$ cat src/hdl/lrs_pkg.sv
`default_nettype none

package lrs_pkg;

    localparam int STEP_BITS_DEF = 32;
    localparam int FRAC_BITS_DEF = 16;
    localparam int FRAC_MAX      = 24;
    localparam int RATIO_W       = FRAC_MAX + 1;

    // pi in Q.28
    localparam logic [29:0] PI_Q28 = 30'd843314857;

    typedef enum logic [1:0] {
        KIND_DIRECT,
        KIND_RAMP,
        KIND_COS,
        KIND_DECAY
    } kind_t;

    // what every stage carries besides its own working values
    typedef struct packed {
        kind_t       kind;
        logic        flag;
        logic [31:0] base;
        logic [31:0] rate;
    } meta_t;

    typedef struct packed {
        meta_t       meta;
        logic [31:0] num;
        logic [31:0] den;
    } div_in_t;

    typedef struct packed {
        meta_t              meta;
        logic [RATIO_W-1:0] ratio;
    } div_out_t;

    // exact reciprocal forms for any 32-bit operand
    function automatic logic [31:0] div3(input logic [31:0] x);
        logic [63:0] p;
        p = 64'(x) * 64'h00000000AAAAAAAB;
        return 32'(p >> 33);
    endfunction

    function automatic logic [31:0] div10(input logic [31:0] x);
        logic [63:0] p;
        p = 64'(x) * 64'h00000000CCCCCCCD;
        return 32'(p >> 35);
    endfunction

    function automatic logic [31:0] div100(input logic [31:0] x);
        logic [63:0] p;
        p = 64'(x) * 64'h0000000051EB851F;
        return 32'(p >> 37);
    endfunction

    // floor(3*r/10) for a remainder of ten
    function automatic logic [2:0] lo_tab(input logic [3:0] r);
        logic [2:0] v;
        case (r)
            4'd4, 4'd5, 4'd6: v = 3'd1;
            4'd7, 4'd8, 4'd9: v = 3'd2;
            default:          v = 3'd0;
        endcase
        return v;
    endfunction

    // floor(6*r/10) for a remainder of ten
    function automatic logic [2:0] hi_tab(input logic [3:0] r);
        logic [2:0] v;
        case (r)
            4'd2, 4'd3: v = 3'd1;
            4'd4:       v = 3'd2;
            4'd5, 4'd6: v = 3'd3;
            4'd7, 4'd8: v = 3'd4;
            4'd9:       v = 3'd5;
            default:    v = 3'd0;
        endcase
        return v;
    endfunction

endpackage

`default_nettype wire

$ cat src/hdl/lrs_div.sv
`default_nettype none

// restoring divider, one quotient bit per stage, result saturated at 1.0
module lrs_div #(
    parameter int FRAC_BITS = lrs_pkg::FRAC_BITS_DEF
) (
    input  wire logic             clk,
    input  wire logic             rst_n,
    input  wire logic             in_valid,
    output logic                  in_ready,
    input  wire lrs_pkg::div_in_t in_data,
    output logic                  out_valid,
    input  wire logic             out_ready,
    output lrs_pkg::div_out_t     out_data
);

    localparam int F = FRAC_BITS;

    logic [F-1:0]        v_reg;
    logic [F:0]          rdy;
    lrs_pkg::meta_t      meta_reg [F];
    logic [31:0]         rem_reg  [F];
    logic [31:0]         den_reg  [F];
    logic [F-1:0]        quo_reg  [F];
    logic [F-1:0]        sat_reg;

    lrs_pkg::meta_t      meta_in [F];
    logic [31:0]         rem_in  [F];
    logic [31:0]         den_in  [F];
    logic [F-1:0]        quo_in  [F];
    logic [F-1:0]        sat_in;
    logic [F-1:0]        val_in;

    assign rdy[F]   = out_ready;
    assign in_ready = rdy[0];

    genvar j;
    generate
        for (j = 0; j < F; j++)
        begin : g_stage
            logic [32:0]  t;
            logic         ge;
            logic [31:0]  rem_next;
            logic [F-1:0] quo_next;

            if (j == 0)
            begin : g_first
                assign meta_in[j] = in_data.meta;
                assign rem_in[j]  = in_data.num;
                assign den_in[j]  = in_data.den;
                assign quo_in[j]  = '0;
                assign sat_in[j]  = in_data.num >= in_data.den;
                assign val_in[j]  = in_valid;
            end
            else
            begin : g_rest
                assign meta_in[j] = meta_reg[j-1];
                assign rem_in[j]  = rem_reg[j-1];
                assign den_in[j]  = den_reg[j-1];
                assign quo_in[j]  = quo_reg[j-1];
                assign sat_in[j]  = sat_reg[j-1];
                assign val_in[j]  = v_reg[j-1];
            end

            assign rdy[j]   = !v_reg[j] || rdy[j+1];
            assign t        = {rem_in[j], 1'b0};
            assign ge       = t >= {1'b0, den_in[j]};
            assign rem_next = ge ? 32'(t - {1'b0, den_in[j]}) : t[31:0];
            assign quo_next = {quo_in[j][F-2:0], ge};

            always_ff @(posedge clk or negedge rst_n)
            begin
                if (!rst_n)
                begin
                    v_reg[j] <= 1'b0;
                end
                else if (rdy[j])
                begin
                    v_reg[j] <= val_in[j];
                end
            end

            always_ff @(posedge clk)
            begin
                if (rdy[j] && val_in[j])
                begin
                    meta_reg[j] <= meta_in[j];
                    rem_reg[j]  <= rem_next;
                    den_reg[j]  <= den_in[j];
                    quo_reg[j]  <= quo_next;
                    sat_reg[j]  <= sat_in[j];
                end
            end
        end
    endgenerate

    assign out_valid     = v_reg[F-1];
    assign out_data.meta = meta_reg[F-1];
    assign out_data.ratio = sat_reg[F-1] ? (lrs_pkg::RATIO_W'(1) << F)
                                         : lrs_pkg::RATIO_W'(quo_reg[F-1]);

endmodule

`default_nettype wire

$ cat config.mk
export PLATFORM = sky130hd
export DESIGN_NAME = lrs_div
export DESIGN_NICKNAME = d
export VERILOG_FILES = /design/src/hdl/lrs_pkg.sv /design/src/hdl/lrs_div.sv
export SDC_FILE = /design/constraint.sdc
export NUM_CORES = 2
export LEC_CHECK = 0
export BUFFER_PORTS_ARGS = -buffer_cell sky130_fd_sc_hd__buf_2
export CAP_MARGIN = 10
export CORE_ASPECT_RATIO = 0.8
export CORE_MARGIN = 5
export CORE_UTILIZATION = 44
export CTS_BUF_LIST = sky130_fd_sc_hd__clkbuf_2 sky130_fd_sc_hd__clkbuf_4 sky130_fd_sc_hd__clkbuf_8
export DETAILED_ROUTE_END_ITERATION = 7
export SETUP_SLACK_MARGIN = 0.3
export SLEW_MARGIN = 20
export SYNTH_ARGS = -nofsm -noshare
export SYNTH_HDL_FRONTEND = slang
export SYNTH_SLANG_ARGS = --single-unit
$ cat constraint.sdc
create_clock -name clk -period 8.12 [get_ports clk]
set_clock_uncertainty 0.1 [all_clocks]
set_input_delay 1.624 -clock clk [delete_from_list [all_inputs] [get_ports clk]]
set_output_delay 1.624 -clock clk [all_outputs]
set_load 0.02 [all_outputs]
==> load_flow_metrics.sql <==
INSERT INTO impl_metrics (metric_group, metric, value, unit) VALUES
('worst_setup_path', 'critical_path.cell_chain', 'buf_2 > nor2b_1 > nand3_1 > nor2_1 > nand2_1 > nor3_1 > and3_1 > nand3_1 > buf_2', ''),
('finish', 'layout-drive-gt1-share', '14.49', '%'),
('die', 'die_height', '434.5', 'um'),
('logic_synthesis', 'yosys.cell_types.count', '90', ''),
('worst_setup_path', 'critical_path.slowest_cell', 'nor3_1', ''),
('logic_synthesis', 'synthesis.area', '99090', 'um2'),
('worst_setup_path', 'critical_path.reg2reg.endpoint', 'rem_reg[0][156]$_DFFE_PP_', ''),
('sta', 'setup_tns', '0', 'ns'),
('grt', 'first_global_vias', '55770', ''),
('finish', 'area_growth', '11.60', '%'),
('clock_network', 'cts-hold-fix-buffers', '0', ''),
('worst_setup_path', 'worst-path-max-fanout', '5', ''),
('clock_network', 'post_cts_resized', '0', ''),
('routing', 'drt_pass1_iterations', '8', ''),
('die', 'placement_rows', '155', ''),
('worst_setup_path', 'crit_path_max_incr_delay', '0.43', 'ns'),
('grt', 'grtUsageTotal', '17.28', '%'),
('worst_setup_path', 'timing.critical_path.from_type', 'input port', ''),
('routing', 'detail-route-antenna-nets', '0', ''),
('clock_network', 'cts_sinks', '2200', ''),
('status', 'status', 'complete, no violations', ''),
('logic_synthesis', 'synth_sequential_area_ratio', '66.59', '%'),
('logic_synthesis', 'synth_warnings', '0', ''),
('clock_network', 'h_tree_level_count', '5', ''),
('clock_network', 'worstSkewPairLatency', '0.98', 'ns'),
('hold_path', 'timing.hold.worst.class', 'flop to flop', ''),
('placement', 'routabilityCongestion', '0.8927', ''),
('clock_network', 'cts-root-to-sink-buffers', '4', ''),
('grt', 'largest_net_degree_at_the_start_of_global_routing', '144', ''),
('clock_network', 'cts-root-buf', 'clkbuf_8', ''),
('die', 'core', '223600', 'um2'),
('sta', 'timing_hold_violations_final', '0', ''),
('job', 'cap_viol_max_count', '0', ''),
('worst_setup_path', 'arrival_time_reported_for_the_critical_path_endpoint', '3.86', 'ns'),
('die', 'die-width', '540.6', 'um'),
('routing', 'wire_length_reported_by_the_detailed_router', '205500', 'um'),
('logic_synthesis', 'synth_top_cell_by_area', 'edfxtp_1', ''),
('sta', 'grt_setup_unrepaired', 'no', ''),
('sta', 'layout_min_cycle_time', '5.586', 'ns'),
('placement', 'port_buffers', '220', ''),
('sta', 'slew_viol_final', '0', ''),
('routing', 'detail_route.iter0.violations', '4068', ''),
('die', 'design.die.area', '234900', 'um2'),
('grt', 'grt_antenna_before_repair', '30', ''),
('clock_network', 'postCtsSetupRepairBufs', '0', ''),
('sta', 'setup-violations-final', '0', ''),
('routing', 'detail_route.drc_violations', '0', ''),
('finish', 'design.final.nets', '8259', ''),
('hold_path', 'timing.hold.worst_endpoint', 'meta_reg[0][142]$_DFFE_PP_', ''),
('sta', 'fmax', '0.1790', 'GHz'),
('worst_setup_path', 'path_delay_family', 'simple AND/OR/NAND/NOR gates', ''),
('clock_network', 'tritoncts', 'yes', ''),
('power', 'vdd_ir_drop_max', '0.0001530', 'V'),
('logic_synthesis', 'post_synth.cell_area_avg', '13.99', 'um2'),
('logic_synthesis', 'async_reset_ff_share', '0.7273', '%'),
('worst_setup_path', 'r2r_cells', '13', ''),
('clock_network', 'clkTransAtPathRegs', '0.06', 'ns'),
('worst_setup_path', 'endpoint_kind', 'primary output', ''),
('finish', 'largest_reg_flops', '1072', ''),
('grt', 'wire_length_of_the_first_global_routing_pass', '320600', 'um'),
('logic_synthesis', 'netlist.area_leader.share', '66.19', '%'),
('worst_setup_path', 'required', '6.40', 'ns'),
('hold_path', 'min-delay-start', 'meta_reg[0][75]$_DFFE_PP_', ''),
('logic_synthesis', 'synth_enable_flop_cells', '2184', ''),
('sta', 'timing_worst_slew_pin_value', '1.209', 'ns'),
('routing', 'routed_wire_length_per_instance', '19.01', 'um'),
('die', 'initial_cell_density_of_the_core', '44.31', '%'),
('logic_synthesis', 'post_synth_inst_count', '7085', ''),
('power', 'p_per_area', '376.3', 'nW/um2'),
('worst_setup_path', 'crit-reg2reg-launch', 'den_reg[0][97]$_DFFE_PP_', ''),
('sta', 'hold_ws', '0.2298', 'ns');
synth_stat cells (13+ instances only):
cell type / count
ha_1: 543
o31ai_1: 28
inv_1: 640
dfrtp_1: 16
o22ai_1: 13
a31o_2: 19
o21bai_1: 52
o21ai_0: 385
and2_1: 42
nor2b_1: 102
a21boi_0: 24
xnor2_1: 232
a221oi_1: 13
nor3_1: 68
xor2_1: 163
clkbuf_1: 112
nor2_1: 271
edfxtp_1: 2184
a211oi_1: 44
and4_1: 20
or3_1: 20
o31a_1: 16
fa_1: 15
mux2i_1: 17
mux2_2: 247
nand4_1: 72
a211o_1: 18
nor4_1: 19
nand3_1: 86
and3_1: 49
a21o_1: 287
nand2b_1: 75
or2_2: 19
o21a_1: 76
nand2_1: 406
o211ai_1: 31
a31oi_1: 51
a21oi_1: 413
cell usage in the layout (no fill, tap or decap), drive strengths merged, types with 20 or more instances in the layout:
cell type  synthesis  final
o21bai            52     52
a21oi            413    413
nand3             86     86
xor2             163    163
a31oi             51     51
a21boi            24     24
and4              20     20
or3               20     20
o21ai            390    390
nand2            406    406
and3              49     49
nor2b            102    102
o211ai            31     31
clkinv             0    105
o21a              77     77
o31ai             29     29
a211oi            45     45
edfxtp          2184   2184
xnor2            232    232
nand2b            75     75
nor2             271    271
a21o             287    287
clkbuf           112    477
nand4             72     72
and2              43     43
mux2             256    256
nor3              68     68
buf               21    258
inv              641    647
ha               543    543
power breakdown:
group	total [mW]	leakage [nW]	switching, mW	internal [mW]
Clock	8.99	3.51	4.12	4.87
Sequential	17.5	21.5	1.27	16.3
Combinational	15.1	18.3	8.57	6.54
Total	41.6	43.4	14.0	27.7
per-stage QoR:
step / total power, mW / cells / worst slack (ns) / cell area (um2) / util [%]
floorplan: 28.83 / 7092 / 1.767 / 99130 / -
global placement: 32.50 / 10200 / 2.638 / 104000 / 46.49
detailed placement: 32.71 / 10200 / 2.570 / 104000 / 46.49
CTS: 41.94 / 10800 / 2.527 / 110600 / 49.44
global route: 44.40 / 10810 / 2.277 / 110600 / 49.45
finish: 41.61 / 10810 / 2.534 / 110600 / 49.45
worst register-to-register path, cell delays in order, from the launching register on:
cell and delay, ns:
edfxtp_1 0.39, inv_1 0.06, ha_1 0.31, nor2b_1 0.15
o31a_1 0.28, o311a_1 0.32, a211o_1 0.36, a311oi_2 0.67
o31ai_2 0.15, a221o_1 0.44, a211oi_2 0.30, o21a_2 0.34
inv_2 0.36, mux2_4 0.43
layout make-up:
class | instances | area (um2)
antenna | 9 | 22.52
clock buffer | 477 | 5808
clock inverter | 126 | 789.5
fill | 19100 | 113000
inverter | 641 | 2406
multi-input combinational | 4118 | 30310
sequential | 2200 | 65980
tap | 2983 | 3732
timing repair buffer | 258 | 1528
worst max path at each step:
| stage | cells past startpoint | to | start |
|---|---|---|---|
| 2_1_floorplan | 7 | den_reg[0][192]$_DFFE_PP_ | out_ready |
| 3_3_place_gp | 12 | rem_reg[0][27]$_DFFE_PP_ | in_data[15] |
| 3_5_place_dp | 9 | in_ready | out_ready |
| 4_1_cts | 9 | in_ready | out_ready |
| 5_1_grt | 9 | in_ready | out_ready |
| 6_report | 9 | in_ready | out_ready |
routing by layer:
layer | track usage (%) | share of wire (%) | routed length, um
met1 | 25.20 | 48 | 98420
met2 | 26.38 | 44 | 89690
met3 | 3.377 | 5.8 | 11910
met4 | 5.178 | 2.6 | 5442
met5 | 0 | 0.034 | 69
kinds of logic after synthesis:
logic type,Yosys count,synth area share [%]
flip-flops,2200,66.59
AO/OA/AOI/OAI,1593,10.28
AND/OR/NAND/NOR,1291,6.379
buffers and inverters,774,2.984
adder cells (fa/ha/maj),558,7.159
XOR/XNOR,395,3.491
multiplexers,273,3.115
other,1,0.003784
(Power assumes the default switching activity.)
